File: src/design/bcmp_pkg.sv
// ---------------------------------------------------------------------------
// bcmp_pkg
// shared types and constants for the binomial coefficient mod prime core
// ---------------------------------------------------------------------------
package bcmp_pkg;

	localparam int unsigned EXP_BITS = 31;
	localparam int unsigned BIT_W    = $clog2(EXP_BITS);
	localparam logic [30:0] MODULUS_RESET = 31'd1000000007;

	typedef enum logic [2:0] {
		OP_FALL,
		OP_FACT,
		OP_PMUL,
		OP_PSQ,
		OP_FIN
	} op_t;

	typedef enum logic [1:0] {
		RES_ONE,
		RES_ZERO,
		RES_MUL
	} res_src_t;

	typedef enum logic [3:0] {
		S_IDLE,
		S_CHECK,
		S_FALL,
		S_FACT,
		S_PINIT,
		S_PBIT,
		S_PMUL,
		S_PSQ,
		S_FIN,
		S_OUT
	} state_t;

	typedef struct packed {
		logic     load;
		logic     mul_start;
		op_t      op;
		logic     step_i;
		logic     pow_init;
		logic     step_bit;
		logic     res_set;
		res_src_t res_src;
		logic     out_load;
	} cmd_t;

	typedef struct packed {
		logic mul_done;
		logic mul_busy;
		logic k_zero;
		logic trivial_zero;
		logic last_i;
		logic last_bit;
		logic ebit;
		logic out_busy;
	} sts_t;

endpackage

File: src/design/bcmp_modmul.sv
// ---------------------------------------------------------------------------
// bcmp_modmul
// bit-serial interleaved modular multiplier, x * y mod m, y < m
// ---------------------------------------------------------------------------
module bcmp_modmul (
	input  logic        clk,
	input  logic        arst_n,
	input  logic        start,
	input  logic [31:0] x,
	input  logic [30:0] y,
	input  logic [30:0] m,
	output logic        busy,
	output logic        done,
	output logic [30:0] result
);
	logic [31:0] x_q;
	logic [30:0] y_q;
	logic [30:0] acc_q;
	logic [4:0]  cnt_q;
	logic        busy_q;
	logic        done_q;
	logic [32:0] t;
	logic [32:0] m1;
	logic [32:0] m2;
	logic [32:0] red;

	always_comb begin
		m1 = {2'b00, m};
		m2 = {1'b0, m, 1'b0};
		t  = {1'b0, acc_q, 1'b0} + (x_q[31] ? {2'b00, y_q} : 33'd0);
		if (t >= m2) begin
			red = t - m2;
		end else if (t >= m1) begin
			red = t - m1;
		end else begin
			red = t;
		end
	end

	always_ff @(posedge clk or negedge arst_n) begin
		if (!arst_n) begin
			busy_q <= 1'b0;
			done_q <= 1'b0;
			cnt_q  <= '0;
		end else begin
			done_q <= busy_q && (cnt_q == 5'd31);
			if (start) begin
				busy_q <= 1'b1;
				cnt_q  <= '0;
			end else if (busy_q) begin
				cnt_q <= cnt_q + 5'd1;
				if (cnt_q == 5'd31) begin
					busy_q <= 1'b0;
				end
			end
		end
	end

	always_ff @(posedge clk) begin
		if (start) begin
			x_q   <= x;
			y_q   <= y;
			acc_q <= '0;
		end else if (busy_q) begin
			x_q   <= {x_q[30:0], 1'b0};
			acc_q <= red[30:0];
		end
	end

	assign busy   = busy_q;
	assign done   = done_q;
	assign result = acc_q;

endmodule

File: src/design/bcmp_datapath.sv
// ---------------------------------------------------------------------------
// bcmp_datapath
// operand registers, modulus register, multiplier and output register
// ---------------------------------------------------------------------------
module bcmp_datapath (
	input  logic             clk,
	input  logic             arst_n,
	input  bcmp_pkg::cmd_t   cmd,
	output bcmp_pkg::sts_t   sts,
	input  logic [31:0]      n_value,
	input  logic [15:0]      k_value,
	input  logic             cfg_wr_en,
	input  logic [30:0]      cfg_wr_data,
	input  logic             out_ready,
	output logic             out_valid,
	output logic [30:0]      binomial_mod
);
	import bcmp_pkg::*;

	logic [30:0] modulus_q;
	logic [31:0] n_q;
	logic [15:0] k_q;
	logic [16:0] i_q;
	logic [BIT_W-1:0] bit_q;
	logic [30:0] fall_q;
	logic [30:0] fact_q;
	logic [30:0] acc_q;
	logic [30:0] sq_q;
	logic [30:0] res_q;
	op_t         op_q;
	logic        out_valid_q;
	logic [30:0] out_q;
	logic [30:0] expo;
	logic [31:0] mx;
	logic [30:0] my;
	logic        mbusy;
	logic        mdone;
	logic [30:0] mres;

	assign expo = modulus_q - 31'd2;

	// operand selection for the shared multiplier
	always_comb begin
		case (cmd.op)
			OP_FALL: begin
				mx = n_q - {15'd0, i_q};
				my = fall_q;
			end
			OP_FACT: begin
				// issued in the same cycle as the step, so i_q still holds i
				mx = {15'd0, i_q} + 32'd1;
				my = fact_q;
			end
			OP_PMUL: begin
				mx = {1'b0, sq_q};
				my = acc_q;
			end
			OP_PSQ: begin
				mx = {1'b0, sq_q};
				my = sq_q;
			end
			default: begin
				mx = {1'b0, acc_q};
				my = fall_q;
			end
		endcase
	end

	bcmp_modmul u_mul (
		.clk    (clk),
		.arst_n (arst_n),
		.start  (cmd.mul_start),
		.x      (mx),
		.y      (my),
		.m      (modulus_q),
		.busy   (mbusy),
		.done   (mdone),
		.result (mres)
	);

	always_ff @(posedge clk or negedge arst_n) begin
		if (!arst_n) begin
			modulus_q   <= MODULUS_RESET;
			out_valid_q <= 1'b0;
		end else begin
			if (cfg_wr_en) begin
				modulus_q <= cfg_wr_data;
			end
			if (cmd.out_load) begin
				out_valid_q <= 1'b1;
			end else if (out_ready) begin
				out_valid_q <= 1'b0;
			end
		end
	end

	always_ff @(posedge clk) begin
		if (cmd.load) begin
			n_q    <= n_value;
			k_q    <= k_value;
			i_q    <= '0;
			fall_q <= 31'd1;
			fact_q <= 31'd1;
		end
		if (cmd.mul_start) begin
			op_q <= cmd.op;
		end
		if (cmd.step_i) begin
			i_q <= i_q + 17'd1;
		end
		if (cmd.pow_init) begin
			acc_q <= 31'd1;
			sq_q  <= fact_q;
			bit_q <= '0;
		end
		if (cmd.step_bit) begin
			bit_q <= bit_q + BIT_W'(1);
		end
		if (mdone) begin
			case (op_q)
				OP_FALL: fall_q <= mres;
				OP_FACT: fact_q <= mres;
				OP_PMUL: acc_q  <= mres;
				OP_PSQ:  sq_q   <= mres;
				default: ;
			endcase
		end
		if (cmd.res_set) begin
			case (cmd.res_src)
				RES_ONE:  res_q <= 31'd1;
				RES_ZERO: res_q <= 31'd0;
				default:  res_q <= mres;
			endcase
		end
		if (cmd.out_load) begin
			out_q <= res_q;
		end
	end

	always_comb begin
		sts.mul_done     = mdone;
		sts.mul_busy     = mbusy;
		sts.k_zero       = (k_q == 16'd0);
		sts.trivial_zero = ({16'd0, k_q} > n_q) || (modulus_q <= 31'd1);
		sts.last_i       = (i_q == {1'b0, k_q});
		sts.last_bit     = (bit_q == BIT_W'(EXP_BITS - 1));
		sts.ebit         = expo[bit_q];
		sts.out_busy     = out_valid_q && !out_ready;
	end

	assign out_valid    = out_valid_q;
	assign binomial_mod = out_q;

endmodule

File: src/design/bcmp_ctrl.sv
// ---------------------------------------------------------------------------
// bcmp_ctrl
// sequencer for product steps, fermat inversion and result hand-off
// ---------------------------------------------------------------------------
module bcmp_ctrl (
	input  logic           clk,
	input  logic           arst_n,
	input  logic           in_valid,
	output logic           in_ready,
	input  bcmp_pkg::sts_t sts,
	output bcmp_pkg::cmd_t cmd
);
	import bcmp_pkg::*;

	state_t state_q;
	state_t state_d;

	always_ff @(posedge clk or negedge arst_n) begin
		if (!arst_n) begin
			state_q <= S_IDLE;
		end else begin
			state_q <= state_d;
		end
	end

	always_comb begin
		state_d = state_q;
		case (state_q)
			S_IDLE: if (in_valid) state_d = S_CHECK;
			S_CHECK: begin
				if (sts.k_zero || sts.trivial_zero) begin
					state_d = S_OUT;
				end else begin
					state_d = S_FALL;
				end
			end
			S_FALL: if (sts.mul_done) state_d = S_FACT;
			S_FACT: begin
				if (sts.mul_done) begin
					state_d = sts.last_i ? S_PINIT : S_FALL;
				end
			end
			S_PINIT: state_d = S_PBIT;
			S_PBIT:  state_d = sts.ebit ? S_PMUL : S_PSQ;
			S_PMUL:  if (sts.mul_done) state_d = S_PSQ;
			S_PSQ: begin
				if (sts.mul_done) begin
					state_d = sts.last_bit ? S_FIN : S_PBIT;
				end
			end
			S_FIN: if (sts.mul_done) state_d = S_OUT;
			S_OUT: if (!sts.out_busy) state_d = S_IDLE;
			default: state_d = S_IDLE;
		endcase
	end

	always_comb begin
		cmd      = '0;
		cmd.op   = OP_FALL;
		in_ready = 1'b0;
		case (state_q)
			S_IDLE: begin
				in_ready = 1'b1;
				cmd.load = in_valid;
			end
			S_CHECK: begin
				if (sts.k_zero) begin
					cmd.res_set = 1'b1;
					cmd.res_src = RES_ONE;
				end else if (sts.trivial_zero) begin
					cmd.res_set = 1'b1;
					cmd.res_src = RES_ZERO;
				end else begin
					cmd.mul_start = 1'b1;
					cmd.op        = OP_FALL;
				end
			end
			S_FALL: begin
				if (sts.mul_done) begin
					cmd.step_i    = 1'b1;
					cmd.mul_start = 1'b1;
					cmd.op        = OP_FACT;
				end
			end
			S_FACT: begin
				if (sts.mul_done && !sts.last_i) begin
					cmd.mul_start = 1'b1;
					cmd.op        = OP_FALL;
				end
			end
			S_PINIT: cmd.pow_init = 1'b1;
			S_PBIT: begin
				cmd.mul_start = 1'b1;
				cmd.op        = sts.ebit ? OP_PMUL : OP_PSQ;
			end
			S_PMUL: begin
				if (sts.mul_done) begin
					cmd.mul_start = 1'b1;
					cmd.op        = OP_PSQ;
				end
			end
			S_PSQ: begin
				if (sts.mul_done) begin
					if (sts.last_bit) begin
						cmd.mul_start = 1'b1;
						cmd.op        = OP_FIN;
					end else begin
						cmd.step_bit = 1'b1;
					end
				end
			end
			S_FIN: begin
				if (sts.mul_done) begin
					cmd.res_set = 1'b1;
					cmd.res_src = RES_MUL;
				end
			end
			S_OUT: cmd.out_load = !sts.out_busy;
			default: ;
		endcase
	end

	a_start_idle_unit: assert property (@(posedge clk) disable iff (!arst_n)
		cmd.mul_start |-> !sts.mul_busy)
		else $error("multiplier started while busy");

	a_done_in_wait: assert property (@(posedge clk) disable iff (!arst_n)
		sts.mul_done |-> (state_q == S_FALL || state_q == S_FACT || state_q == S_PMUL
			|| state_q == S_PSQ || state_q == S_FIN))
		else $error("multiplier done outside a wait state");

	a_idle_quiet: assert property (@(posedge clk) disable iff (!arst_n)
		state_q == S_IDLE |-> !sts.mul_busy)
		else $error("multiplier busy while idle");

endmodule

File: src/design/binomial_coefficient_mod_prime_core.sv
// ---------------------------------------------------------------------------
// binomial_coefficient_mod_prime_core
// C(n,k) mod p by running products and fermat inversion
// ---------------------------------------------------------------------------
//  channel   dir  handshake               payload
//  input     in   in_valid / in_ready     n_value[31:0], k_value[15:0]
//  output    out  out_valid / out_ready   binomial_mod[30:0]
//  config    in   cfg_wr_en               cfg_wr_data[30:0] (modulus)
//
//  each modular multiply runs in the one shared bit-serial unit (32 steps
//  plus done); after the check an item runs a falling and a factorial
//  multiply per i, then per each of the 31 bits of p-2 an issue state, a
//  multiply if the bit is set and a squaring, then the final multiply and
//  hand-off; k zero, k above n or a modulus below two skip to the hand-off
//  reset: idle, no result pending, modulus 1000000007
//  one item at a time; the next transfer is taken while a result still waits
//  in the output register, output stalls hold only the final hand-off
// ---------------------------------------------------------------------------
module binomial_coefficient_mod_prime_core (
	input  logic        clk,
	input  logic        arst_n,
	input  logic        in_valid,
	output logic        in_ready,
	input  logic [31:0] n_value,
	input  logic [15:0] k_value,
	output logic        out_valid,
	input  logic        out_ready,
	output logic [30:0] binomial_mod,
	input  logic        cfg_wr_en,
	input  logic [30:0] cfg_wr_data
);
	import bcmp_pkg::*;

	// command and status between sequencer and datapath
	cmd_t cmd;
	sts_t sts;

	bcmp_ctrl u_ctrl (
		.clk      (clk),
		.arst_n   (arst_n),
		.in_valid (in_valid),
		.in_ready (in_ready),
		.sts      (sts),
		.cmd      (cmd)
	);

	bcmp_datapath u_dp (
		.clk          (clk),
		.arst_n       (arst_n),
		.cmd          (cmd),
		.sts          (sts),
		.n_value      (n_value),
		.k_value      (k_value),
		.cfg_wr_en    (cfg_wr_en),
		.cfg_wr_data  (cfg_wr_data),
		.out_ready    (out_ready),
		.out_valid    (out_valid),
		.binomial_mod (binomial_mod)
	);

endmodule
File: config.mk
export PLATFORM = sky130hd
export DESIGN_NAME = binomial_coefficient_mod_prime_core
export DESIGN_NICKNAME = d
export VERILOG_FILES = /design/src/design/bcmp_pkg.sv /design/src/design/bcmp_modmul.sv /design/src/design/bcmp_datapath.sv /design/src/design/bcmp_ctrl.sv /design/src/design/binomial_coefficient_mod_prime_core.sv
export SDC_FILE = /design/constraint.sdc
export NUM_CORES = 1
export LEC_CHECK = 0
export BUFFER_PORTS_ARGS = -buffer_cell sky130_fd_sc_hd__buf_4
export CELL_PAD_IN_SITES_DETAIL_PLACEMENT = 1
export CELL_PAD_IN_SITES_GLOBAL_PLACEMENT = 2
export CORE_ASPECT_RATIO = 0.8
export CORE_UTILIZATION = 35
export DETAILED_ROUTE_END_ITERATION = 8
export PLACE_DENSITY = 0.82
export SLEW_MARGIN = 10
export SYNTH_ARGS = -nofsm -noshare
export SYNTH_HDL_FRONTEND = slang
export SYNTH_SLANG_ARGS = --single-unit
export TNS_END_PERCENT = 10
File: constraint.sdc
create_clock -name clk -period 5.5 [get_ports clk]
set_clock_uncertainty 0.15 [all_clocks]
set_input_delay 0.55 -clock clk [delete_from_list [all_inputs] [get_ports clk]]
set_output_delay 0.55 -clock clk [all_outputs]
set_load 0.02 [all_outputs]
# --- Yosys cells after proc, flatten, opt, wreduce, memory -nomap -nowiden ---
# Index checks and enable logic that the tools add are counted.
totals:
  inputBits: 84
  output_inout_bits: 33
  register_bits: 396
classes:
  muxes: 66
  reduce_logical: 19
  n_addsub: 9
  n_lt_le_gt_ge: 5
  n_eq_ne: 26
op_table:
  columns: ["op", "count"]
  rows:
  - ["two-way mux 31 bit", 15]
  - ["case mux 32 bit (3 select lines)", 1]
  - ["case mux 31 bit (3 select lines)", 1]
  - ["two-way mux 32 bit", 2]
  - ["case mux 31 bit (2 select lines)", 1]
  - ["subtractor 31 bit", 2]
  - ["two-way mux 4 bit", 15]
  - ["case mux 4 bit (10 select lines)", 1]
  - ["two-way mux 17 bit", 2]
  - ["adder 32 x 31 -> 33 bit", 1]
  - [">= comparator 33 x 31 -> 1 bit", 1]
  - [">= comparator 33 x 32 -> 1 bit", 1]
  - ["> comparator 16 x 32 -> 1 bit", 1]
  - ["subtractor 32 x 17 -> 32 bit", 1]
  - ["<= comparator 31 x 1 -> 1 bit (second input constant)", 1]
  - ["subtractor 31 x 2 -> 31 bit (second input constant)", 1]
  - ["two-way mux 5 bit", 5]
  - ["case mux 4 bit (6 select lines)", 1]
  - ["adder 17 x 1 -> 18 bit (second input constant)", 1]
  - ["adder 17 x 1 -> 17 bit (second input constant)", 1]
  - ["== test 17 x 16 -> 1 bit", 1]
  - ["== test 4 x 3 -> 1 bit (second input constant)", 4]
  - ["zero test 16 bit", 1]
  - ["two-way mux 1 bit", 16]
  - ["other kinds (23)", 48]

# --- Longest topological paths before layout ---
# Gate-level depths: netlist of the first run.
logic_depth:
  depth_word: 9
  ltp_mapped: 26
  depth_no_buf: 22

# --- By module ---
# From an unflattened synthesis of the first run, not the netlist that was laid out.
hier_totals:
  cells_unflattened: 2767
  hier_area_um2: 25395.6
by_module_without_submodules:
  columns: ["mod", "cells_per_inst", "area_per_inst_um2", "n_inst"]
  rows:
  - ["bcmp_datapath", 1595, 15264.6, 1]
  - ["bcmp_modmul", 1107, 9656.8, 1]
  - ["bcmp_ctrl", 65, 474.2, 1]

# --- Worst setup path before layout of the first run ---
# No wires, ideal clock.
synth_path:
  path_type: "register -> register"
  from: "register u_dp.u_mul.x_q[31]"
  to: "register u_dp.u_mul.acc_q[10], in the netlist u_dp.u_mul.result[10]"
  t_required_ns: 5.233
  t_arrival_ns: 5.111
  path_stages_with_launch: 23
  path_slack_ns: 0.121
  setup_ns: 0.117
  path_buffers: 2
  cell_sequence: "edfxtp_1 > clkbuf_1 > and2_1 > ha_1 > fa_1 > a211oi_1 > o21ai_0 > a31oi_1 > o21bai_1 > a21o_1 > a21oi_1 > xnor2_1 > ha_1 > nand4_1 > or4_1 > o21ai_1 > o221ai_1 > o31a_1 > o211ai_2 > buf_2 > mux2i_1 > nand2_1 > a32o_1"
synth_via:
  elab_chain_len: 5
  word_cells_on_any_way: 8
  classes_between: "3 x add/sub; 2 x order compare; 3 x mux"
synth_lines:
  columns: ["element", "line", "source"]
  rows:
  - ["from (decl)", "bcmp_modmul.sv:16", "logic [31:0] x_q;"]
  - ["from (signal assigned)", "bcmp_modmul.sv:65", "x_q <= {x_q[30:0], 1'b0};"]
  - ["two-way mux 31 bit *", "bcmp_modmul.sv:30", "t = {1'b0, acc_q, 1'b0} + (x_q[31] ? {2'b00, y_q} : 33'd0);"]
  - ["adder 32 x 31 -> 33 bit *", "bcmp_modmul.sv:30", null]
  - ["subtractor 31 bit or >= comparator 33 x 31 -> 1 bit (tied branches)", "bcmp_modmul.sv:34, bcmp_modmul.sv:33", null]
  - ["two-way mux 31 bit", "bcmp_modmul.sv:33", "end else if (t >= m1) begin"]
  - ["two-way mux 31 bit *", "bcmp_modmul.sv:31", "if (t >= m2) begin"]
  - ["to (signal assigned)", "bcmp_modmul.sv:66", "acc_q <= red[30:0];"]
  - ["to (decl)", "bcmp_modmul.sv:18", "logic [30:0] acc_q;"]
# Every way passes the cells marked *; elsewhere a longest branch is shown, timed or not.
# A chain may end at the register's enable or synchronous reset.

# --- Worst setup path after layout of the first run ---
layout_path:
  from: "register u_dp.u_mul.x_q[31]"
  to: "register u_dp.u_mul.acc_q[9], in the netlist u_dp.u_mul.result[9]"
# The elaborated chain is that of the path after synthesis.

==> tab_implementation.tex, run 1 <==
\begin{tabular}{lr}
\hline
Metric & Value \\
\hline
\multicolumn{2}{l}{\textbf{CTS}} \\
\quad Clk sink count & 396 \\
\quad Reg clk slew, reported paths & 0.06 ns \\
\quad Root Buffer & sky130\_fd\_sc\_hd\_\_clkbuf\_16 \\
\quad Insertion delay to the later sink of the worst-skew pair & 0.60 ns \\
\quad Clock buffers created by TritonCTS & 46 \\
\quad Number of levels in the clock H-tree & 2 \\
\quad TritonCTS clock tree & done \\
\quad Max clock buf depth & 3 \\
\multicolumn{2}{l}{\textbf{Status}} \\
\quad Violated checks & negative setup slack \\
\quad Result of the run & complete, but fails checks \\
\multicolumn{2}{l}{\textbf{Min path}} \\
\quad Worst Hold Class & in2reg \\
\quad Worst hold path stage count & 3 \\
\multicolumn{2}{l}{\textbf{Critical path}} \\
\quad Crit path launch & u\_dp.u\_mul.x\_q[31] \\
\quad Startpoint types & flip-flop \\
\quad Buffers and inverters on the worst path & 4 \\
\quad RR Startpoint & u\_dp.u\_mul.x\_q[31] \\
\quad Category of the most critical setup path & reg2reg \\
\quad Family of cells with the greatest summed delay on the critical path & compound AO/OA/AOI/OAI gates \\
\quad Worst R2R Setup Slack & -0.1 ns \\
\quad Depth of the critical timing path with buffers and inverters included & 22 \\
\quad Highest-delay cell along the critical path & sky130\_fd\_sc\_hd\_\_or4\_4 \\
\quad Crit-path cells & and2\_4 -> buf\_4 -> ha\_4 -> a211oi\_2 -> nor2\_1 -> o311a\_1 -> buf\_6 -> a221o\_1 -> a21oi\_2 -> o21ai\_2 -> xor2\_2 -> ha\_4 -> nand4\_1 -> or4\_4 -> o21ai\_4 -> o221ai\_2 -> o31a\_1 -> o211a\_1 -> buf\_6 -> buf\_8 -> a211o\_1 -> a32o\_1 \\
\quad Terminus of the critical flop-to-flop path & u\_dp.u\_mul.result[9] \\
\quad Cells on worst reg2reg path & 22 \\
\quad Required time reported for the critical path endpoint & 5.84 ns \\
\quad Endpoint of the most critical setup path & u\_dp.u\_mul.result[9] \\
\quad CP max stage delay & 0.52 ns \\
\quad Critical path fanouts, max & 8 \\
\quad Kind of capture point of the worst setup path & flip-flop \\
\quad Arrival time reported for the critical path endpoint & 5.93 ns \\
\multicolumn{2}{l}{\textbf{Timing}} \\
\quad Final Worst Setup Slack & -0.0954 ns \\
\quad Minimum clock period after layout & 5.60 ns \\
\quad Max-slew headroom & 25.5\% \\
\quad Achievable Freq & 0.179 GHz \\
\quad Setup-failing EPs final & 11 \\
\quad Final worst-path cycle share & 102\% \\
\quad Fin. max-slew vios & 0 \\
\quad Actual transition at the worst max-transition pin & 1.12 ns \\
\quad Fin Setup TNS & -0.365 ns \\
\quad Setup repair after global routing missed its margin & true \\
\quad Number of hold violations in the final report & 0 \\
\multicolumn{2}{l}{\textbf{Floorplanning}} \\
\quad Full die area & 69400 sq um \\
\quad X dimension of the die & 294 microns \\
\quad Die boundary height & 236 microns \\
\quad Area of the core & 67400 sq um \\
\quad Ports & 117 \\
\quad Number of cell rows & 85 \\
\quad Starting density of the core & 35.5\% \\
\multicolumn{2}{l}{\textbf{Logic synthesis}} \\
\quad Post-synthesis average cell area & 8.84 sq um \\
\quad Post-synth net total & 2924 \\
\quad Cell type with the largest total area after synthesis & sky130\_fd\_sc\_hd\_\_edfxtp\_1 \\
\quad Largest family of logic cells by synthesized area & compound AO/OA/AOI/OAI gates \\
\quad Syn Std Cell Area & 23900 sq um \\
\quad Compound-gate portion of the synthesized area & 20.8\% \\
\quad Post-synth ARST share & 10.9\% \\
\quad Yosys synthesis warning count & 0 \\
\quad Multiplexer area fraction after synthesis & 0.837\% \\
\quad Number of enable-type register cells in the synthesized netlist & 198 \\
\quad Count of distinct cell types in the synthesized netlist & 89 \\
\quad Synth top area cells & sky130\_fd\_sc\_hd\_\_edfxtp\_1 25\%, sky130\_fd\_sc\_hd\_\_dfxtp\_1 13\%, sky130\_fd\_sc\_hd\_\_nand2\_1 7.2\% \\
\quad Gate count after technology mapping & 2705 \\
\quad Post-synthesis sequential area ratio & 42.4\% \\
\quad Synth Area in Simple Gates & 19.2\% \\
\quad Flip-flop and latch count after synthesis & 396 \\
\quad Post-synthesis xor/xnor area fraction & 5.39\% \\
\quad Most instantiated flip-flop cell in the synthesis netlist & sky130\_fd\_sc\_hd\_\_edfxtp\_1 \\
\quad Post-Synth Adder-Cell Area & 7.19\% \\
\quad Area share of the leading cell type in the synthesized netlist & 24.9\% \\
\multicolumn{2}{l}{\textbf{Routing}} \\
\quad ANT nets after route & 0 \\
\quad Number of design-rule violations left by the first detailed-router iteration & 1601 \\
\quad Post-route DRC & 0 \\
\quad DR vias/cell & 5.61 \\
\quad TritonRoute pass-1 iters & 5 \\
\quad Wire length reported by the detailed router & 88.9 mm \\
\quad Routed WL per cell & 22.2 microns \\
\quad Total number of vias & 22400 \\
\multicolumn{2}{l}{\textbf{Global route}} \\
\quad Pin count of the biggest net entering global routing & 78 \\
\quad Global route overflow & 0 \\
\quad Total global routing track utilization & 25.2\% \\
\quad Antenna violations before repair & 0 \\
\quad Global-route wire length before repair & 137 mm \\
\quad Vias in the first global route & 23200 \\
\multicolumn{2}{l}{\textbf{Place}} \\
\quad Buffers on Ports & 116 \\
\quad Worst slack at placement & -0.623 ns \\
\quad Placer's final routability congestion estimate & 0.921 \\
\quad HPWL after detailed placement & 64.0 mm \\
\multicolumn{2}{l}{\textbf{Pwr}} \\
\quad Cell area power density & 789 nW/um\^{}2 \\
\quad Worst IR Drop VDD & 0.452 mV \\
\quad Pleak & 12.2 nW \\
\multicolumn{2}{l}{\textbf{Flow run}} \\
\quad Max-cap check violation count & 0 \\
\multicolumn{2}{l}{\textbf{Layout}} \\
\quad Proportion of layout cells with a drive suffix above 1 & 19.0\% \\
\quad Fillers & 7796 \\
\quad Synthesis-to-layout area growth & 26.4\% \\
\quad Number of nets in the finished design & 3271 \\
\hline
\end{tabular}
[logic make-up (layout without fill, tap and decap cells)]
group,after synthesis,after routing
AO/OA/AOI/OAI,759,759
XOR/XNOR,147,147
adder cells (fa/ha/maj),135,135
buffers and inverters,248,630
flip-flops,396,396
multiplexers,16,16
other,0,1
AND/OR/NAND/NOR,1004,1004
[tightest hold or removal path, stage by stage]
cell	delay (ns)
sky130_fd_sc_hd__buf_4	0.08
sky130_fd_sc_hd__nand2_1	0.04
sky130_fd_sc_hd__o21ai_0	0.06
[synth_stat cells, types with 20 or more instances]
| library cell | n |
|---|---|
| sky130_fd_sc_hd__a21o_1 | 42 |
| sky130_fd_sc_hd__nand2_1 | 459 |
| sky130_fd_sc_hd__o21a_1 | 27 |
| sky130_fd_sc_hd__and2_1 | 65 |
| sky130_fd_sc_hd__ha_1 | 131 |
| sky130_fd_sc_hd__nor4_1 | 25 |
| sky130_fd_sc_hd__a21oi_1 | 127 |
| sky130_fd_sc_hd__clkbuf_1 | 118 |
| sky130_fd_sc_hd__edfxtp_1 | 198 |
| sky130_fd_sc_hd__nor2_1 | 223 |
| sky130_fd_sc_hd__xor2_1 | 52 |
| sky130_fd_sc_hd__a22oi_1 | 32 |
| sky130_fd_sc_hd__inv_1 | 109 |
| sky130_fd_sc_hd__dfrtp_1 | 27 |
| sky130_fd_sc_hd__a211oi_1 | 25 |
| sky130_fd_sc_hd__and3_1 | 34 |
| sky130_fd_sc_hd__o21ai_0 | 245 |
| sky130_fd_sc_hd__dfxtp_1 | 155 |
| sky130_fd_sc_hd__xnor2_1 | 95 |
| sky130_fd_sc_hd__a311o_1 | 29 |
| sky130_fd_sc_hd__nor3_1 | 41 |
| sky130_fd_sc_hd__o211ai_1 | 20 |
| sky130_fd_sc_hd__a31oi_1 | 52 |
| sky130_fd_sc_hd__nand4_1 | 32 |
| sky130_fd_sc_hd__nand3_1 | 43 |
[worst min-delay path by stage]
stage	startpoint	to	slack, ns
finish	cfg_wr_data[7]	u_dp.modulus_q[7]	0.02
global route	cfg_wr_data[7]	u_dp.modulus_q[7]	0.03
CTS	cfg_wr_data[7]	u_dp.modulus_q[7]	0.000005
detailed placement	u_dp.res_q[11]	u_dp.binomial_mod[11]	0.26
global placement	u_dp.res_q[25]	u_dp.binomial_mod[25]	0.25
floorplan	arst_n	u_ctrl.state_q[0]	0.10
[power by group]
part	leakage [nW]	total, mW	internal, mW	switching [mW]
registers	3.77	4.34	3.86	0.476
logic	7.70	16.3	7.55	8.73
clock network	0.758	3.23	1.88	1.35
[final cells by class]
class	count	area [sq um]	area share, %
well taps	913	1140	3.78
flip-flops and latches	396	10100	33.6
clock inverters	21	270	0.895
multi-input cells	2061	13400	44.4
repair buffers	435	3530	11.7
inverters	112	422	1.40
clock buffers	62	1280	4.25
diodes	1	2.50	0.00828
[per-stage QoR]
stage / instance area (sq um) / hold WS [ns] / std cells / util [%] / power, mW
finish: 30200 / 0.0190 / 4001 / 44.8 / 23.8
global route: 30200 / 0.0284 / 4000 / 44.8 / 25.4
CTS: 29700 / 0.00000505 / 3984 / 44.0 / 22.7
detailed placement: 27200 / 0.256 / 3830 / 40.4 / 18.9
global placement: 27200 / 0.252 / 3830 / 40.4 / 18.5
floorplan: 23900 / 0.104 / 2705 / - / 13.0
[sequential cells by signal, summed over array words and instances (netlist names)]
register	cells
u_ctrl.state_q	4
u_dp.u_mul.y_q	31
u_dp.modulus_q	31
u_dp.u_mul.result	31
u_dp.u_mul.x_q	32
u_dp.n_q	32
u_dp.fact_q	31
u_dp.u_mul.cnt_q	5
u_dp.u_mul.busy	1
u_dp.binomial_mod	31
u_dp.bit_q	5
u_dp.op_q	3
u_dp.res_q	31
u_dp.out_valid	1
u_dp.k_q	16
u_dp.i_q	17
u_dp.u_mul.done	1
u_dp.fall_q	31
u_dp.sq_q	31
u_dp.acc_q	31
[layer usage]
metal / track usage [%] / vias to the layer above / share of wire (%)
met4: 6.16 / 0 / 2.0
met2: 40.3 / 569 / 46
li1: - / 10500 / -
met5: 0 / - / 0
met3: 3.00 / 112 / 5.4
met1: 36.0 / 11200 / 47
[layout by cell type, fill, tap and decap left out, drive strengths merged, types with 9 or more instances in the layout]
cell         count
a22oi           32
dfrtp           27
xnor2           95
a21oi          127
nor3            42
o21a            27
clkbuf          63
nor2b           11
o21bai          19
inv            112
o211ai          21
ha             131
buf            371
dfxtp          155
dlygate4sd3     63
a21o            42
dfstp           16
clkinv          14
nand4           33
or3             15
o31a             9
o21ai          247
and2            65
nand2          460
a32o            13
edfxtp         198
nand2b          16
nor4            29
and3            34
o31ai           14
a221oi          13
a311o           29
nand3           43
mux2i           11
nor2           225
xor2            52
a211oi          25
a31oi           52
[what timing repair did]
item,CTS,global route
endpoints found under the setup margin,31,31
pin swaps,22,44
gates cloned,0,1
hold buffers,63,0
gates resized for setup,47,80
setup buffers,8,17
endpoints found under the hold margin,89,0
Note: power is estimated with default switching activity, not from simulation.
==> inputs of run 2 (changes only) <==
Settings changed: CORE_UTILIZATION 35 to 30, PLACE_DENSITY 0.82 to 0.73.
==> run 2 against run 1 <==
Effect of this change:
- the flow still finishes with violations (negative setup slack)
- register-to-register slack about the same
- first-iteration DRC count down 17%
- worst setup slack worse by 0.013 ns
- count of clock-buffer cells in the layout up 3
- critical path depth up 3
- final area up 4.5%
- final cell count up 5.1%
- fmax down 0.23%
==> tab_implementation.tex, run 2 (synthesized netlist as in run 1, its figures left out) <==
\begin{tabular}{lr}
\hline
Metric & Value \\
\hline
\multicolumn{2}{l}{\textbf{CTS}} \\
\quad Insertion delay to the later sink of the worst-skew pair & 0.61 ns (was 0.60 ns) \\
\quad Max clock buf depth & 3 (unchanged) \\
\quad Root Buffer & sky130\_fd\_sc\_hd\_\_clkbuf\_16 (unchanged) \\
\quad Clock buffers created by TritonCTS & 47 (was 46) \\
\quad Clk sink count & 396 (unchanged) \\
\quad TritonCTS clock tree & done (unchanged) \\
\quad Reg clk slew, reported paths & 0.07 ns (was 0.06 ns) \\
\quad Number of levels in the clock H-tree & 2 (unchanged) \\
\multicolumn{2}{l}{\textbf{Timing}} \\
\quad Setup-failing EPs final & 9 (was 11) \\
\quad Achievable Freq & 0.178 GHz (was 0.179 GHz) \\
\quad Minimum clock period after layout & 5.61 ns (was 5.60 ns) \\
\quad Max-slew headroom & 27.1\% (was 25.5\%) \\
\quad Setup repair after global routing missed its margin & true (unchanged) \\
\quad Fin. max-slew vios & 0 (unchanged) \\
\quad Final Worst Setup Slack & -0.108 ns (was -0.0954 ns) \\
\quad Number of hold violations in the final report & 0 (unchanged) \\
\quad Final worst-path cycle share & 102\% (about the same) \\
\quad Actual transition at the worst max-transition pin & 1.09 ns (was 1.12 ns) \\
\multicolumn{2}{l}{\textbf{Routing}} \\
\quad Post-route DRC & 0 (unchanged) \\
\quad Wire length reported by the detailed router & 93.7 mm (was 88.9 mm) \\
\quad Total number of vias & 22600 (was 22400) \\
\quad ANT nets after route & 0 (unchanged) \\
\quad Routed WL per cell & 22.3 microns (was 22.2 microns) \\
\quad TritonRoute pass-1 iters & 7 (was 5) \\
\quad DR vias/cell & 5.38 (was 5.61) \\
\quad Number of design-rule violations left by the first detailed-router iteration & 1332 (was 1601) \\
\multicolumn{2}{l}{\textbf{Floorplanning}} \\
\quad Starting density of the core & 30.3\% (was 35.5\%) \\
\quad Full die area & 80800 sq um (was 69400 sq um) \\
\quad Number of cell rows & 92 (was 85) \\
\quad Die boundary height & 254 microns (was 236 microns) \\
\quad Area of the core & 78900 sq um (was 67400 sq um) \\
\quad Ports & 117 (unchanged) \\
\quad X dimension of the die & 318 microns (was 294 microns) \\
\multicolumn{2}{l}{\textbf{Critical path}} \\
\quad Kind of capture point of the worst setup path & flip-flop (unchanged) \\
\quad Startpoint types & flip-flop (unchanged) \\
\quad Required time reported for the critical path endpoint & 5.85 ns (was 5.84 ns) \\
\quad Category of the most critical setup path & reg2reg (unchanged) \\
\quad Arrival time reported for the critical path endpoint & 5.96 ns (was 5.93 ns) \\
\quad Most used cell, CP & sky130\_fd\_sc\_hd\_\_buf\_6 \\
\quad Highest-delay cell along the critical path & sky130\_fd\_sc\_hd\_\_edfxtp\_1 (was sky130\_fd\_sc\_hd\_\_or4\_4) \\
\quad Critical path fanouts, max & 8 (unchanged) \\
\quad CP max stage delay & 0.51 ns (was 0.52 ns) \\
\multicolumn{2}{l}{\textbf{Global route}} \\
\quad Global-route track usage on met2 & 36.6\% (was 40.3\%) \\
\quad Total global routing track utilization & 22.6\% (was 25.2\%) \\
\quad Busiest grt layer & met2 (unchanged) \\
\quad Global-route wire length before repair & 142 mm (was 137 mm) \\
\quad Antenna violations before repair & 1 (was 0) \\
\quad Met3 track demand over resource in global routing & 2.63\% (was 3.00\%) \\
\quad Global-route met1 utilization & 31.8\% (was 36.0\%) \\
\quad Pin count of the biggest net entering global routing & 78 (unchanged) \\
\quad Global route overflow & 0 (unchanged) \\
\quad Vias in the first global route & 23500 (was 23200) \\
\multicolumn{2}{l}{\textbf{Layout}} \\
\quad Number of nets in the finished design & 3351 (was 3271) \\
\quad Share of the core filled with cells in the final layout & 40.0\% (was 44.8\%) \\
\quad Synthesis-to-layout area growth & 32.0\% (was 26.4\%) \\
\quad Largest registers in the final layout & u\_dp.n\_q (32), u\_dp.u\_mul.x\_q (32) (unchanged) \\
\quad Most common cell after layout, fill and taps aside & sky130\_fd\_sc\_hd\_\_nand2\_1 (unchanged) \\
\quad Proportion of layout cells with a drive suffix above 1 & 21.9\% (was 19.0\%) \\
\quad Most used cells in the layout excluding fill and tap cells & 451 x sky130\_fd\_sc\_hd\_\_nand2\_1, 396 x sky130\_fd\_sc\_hd\_\_buf\_4, 226 x sky130\_fd\_sc\_hd\_\_o21ai\_0 (was 456 x sky130\_fd\_sc\_hd\_\_nand2\_1, 358 x sky130\_fd\_sc\_hd\_\_buf\_4, 233 x sky130\_fd\_sc\_hd\_\_o21ai\_0) \\
\multicolumn{2}{l}{\textbf{Place}} \\
\quad Buffers on Ports & 116 (unchanged) \\
\quad HPWL after detailed placement & 67.8 mm (was 64.0 mm) \\
\quad Worst slack at placement & -0.716 ns (was -0.623 ns) \\
\quad Placer's final routability congestion estimate & 0.889 (was 0.921) \\
\multicolumn{2}{l}{\textbf{Status}} \\
\quad Result of the run & complete, but fails checks (unchanged) \\
\quad Violated checks & negative setup slack (unchanged) \\
\multicolumn{2}{l}{\textbf{Min path}} \\
\quad Worst Hold Class & in2reg (unchanged) \\
\multicolumn{2}{l}{\textbf{Pwr}} \\
\quad Pleak & 12.7 nW (was 12.2 nW) \\
\quad Worst IR Drop VDD & 0.452 mV (about the same) \\
\quad Cell area power density & 818 nW/um\^{}2 (was 789 nW/um\^{}2) \\
\multicolumn{2}{l}{\textbf{Flow run}} \\
\quad Max-cap check violation count & 0 (unchanged) \\
\hline
\end{tabular}
run 2: cell count changes in the layout (fill, tap and decap cells not counted), moves of 5 or more:
cell | previous run | this run
sky130_fd_sc_hd__ha_4 | 10 | 21
sky130_fd_sc_hd__buf_6 | 8 | 28
sky130_fd_sc_hd__buf_4 | 358 | 396
sky130_fd_sc_hd__dlygate4sd3_1 | 63 | 76
sky130_fd_sc_hd__nand2_2 | 4 | 9
sky130_fd_sc_hd__buf_12 | 4 | 9
sky130_fd_sc_hd__o21ai_0 | 233 | 226
sky130_fd_sc_hd__ha_1 | 120 | 109
sky130_fd_sc_hd__o21ai_1 | 7 | 15
sky130_fd_sc_hd__and2_1 | 63 | 56
sky130_fd_sc_hd__nand2_1 | 456 | 451
sky130_fd_sc_hd__and2_4 | 2 | 9
run 2: worst max-delay path: cells and delay by family (launching register included):
kind,cells,cell delay [ns]
XOR/XNOR,1,0.26
adder cells (fa/ha/maj),2,0.53
AO/OA/AOI/OAI,10,2.42
buffers and inverters,6,0.87
AND/OR/NAND/NOR,6,0.75
flip-flops,1,0.51
run 2: repair_timing:
action	in CTS	in global routing
endpoints found under the hold margin	102	0
pin swaps	65	78
setup endpoints to repair	31	31
buffers inserted	25	11
resized for setup	124	73
hold buffers	76	0
gates cloned	3	2
run 2: final timing paths:
kind	startpoint	endpoint	slack (ns)	cells past startpoint
worst max-delay path	u_dp.u_mul.x_q[31]	u_dp.u_mul.result[9]	-0.11	25
worst min-delay path	cfg_wr_data[1]	u_dp.modulus_q[1]	0.03	3
worst max register to register	u_dp.u_mul.x_q[31]	u_dp.u_mul.result[9]	-0.11	25
worst min register to register	u_dp.res_q[16]	u_dp.binomial_mod[16]	0.26	0
max in group asynchronous	arst_n	u_dp.u_mul.done	4.38	2
min in group asynchronous	arst_n	u_dp.modulus_q[4]	0.34	2
run 2: per-layer routing:
metal  up-vias  wire [microns]
met1     11400           45500
li1      10700               -
met5         -               0
met3       104            3880
met4         0            2010
met2       453           42300
run 2: through the flow:
step	hold slack [ns]	TNS [ns]	total power, mW	instances	area [sq um]
3_3_place_gp	0.254	-12.70	19.5	4005	27800
4_1_cts	0.00215	-0.769	24.8	4195	31100
2_1_floorplan	0.104	0	13.0	2705	23900
3_5_place_dp	0.255	-19.47	19.8	4005	27800
6_report	0.0318	-0.432	25.8	4207	31600
5_1_grt	0.0287	-5.08	27.5	4205	31600
run 2: power breakdown:
| group | switching [mW] | internal (mW) |
|---|---|---|
| Combinational | 9.48 | 8.68 |
| Clock | 1.36 | 1.98 |
| Sequential | 0.469 | 3.86 |
run 2: cell type report:
cell class | count | area [sq um]
Tap cell | 1034 | 1290
Clock buffer | 65 | 1290
Sequential cell | 396 | 10100
Multi-Input combinational cell | 2061 | 13700
Fill cell | 8970 | 47300
Inverter | 112 | 422
Antenna cell | 2 | 5.00
Clock inverter | 23 | 315
Timing Repair Buffer | 514 | 4350
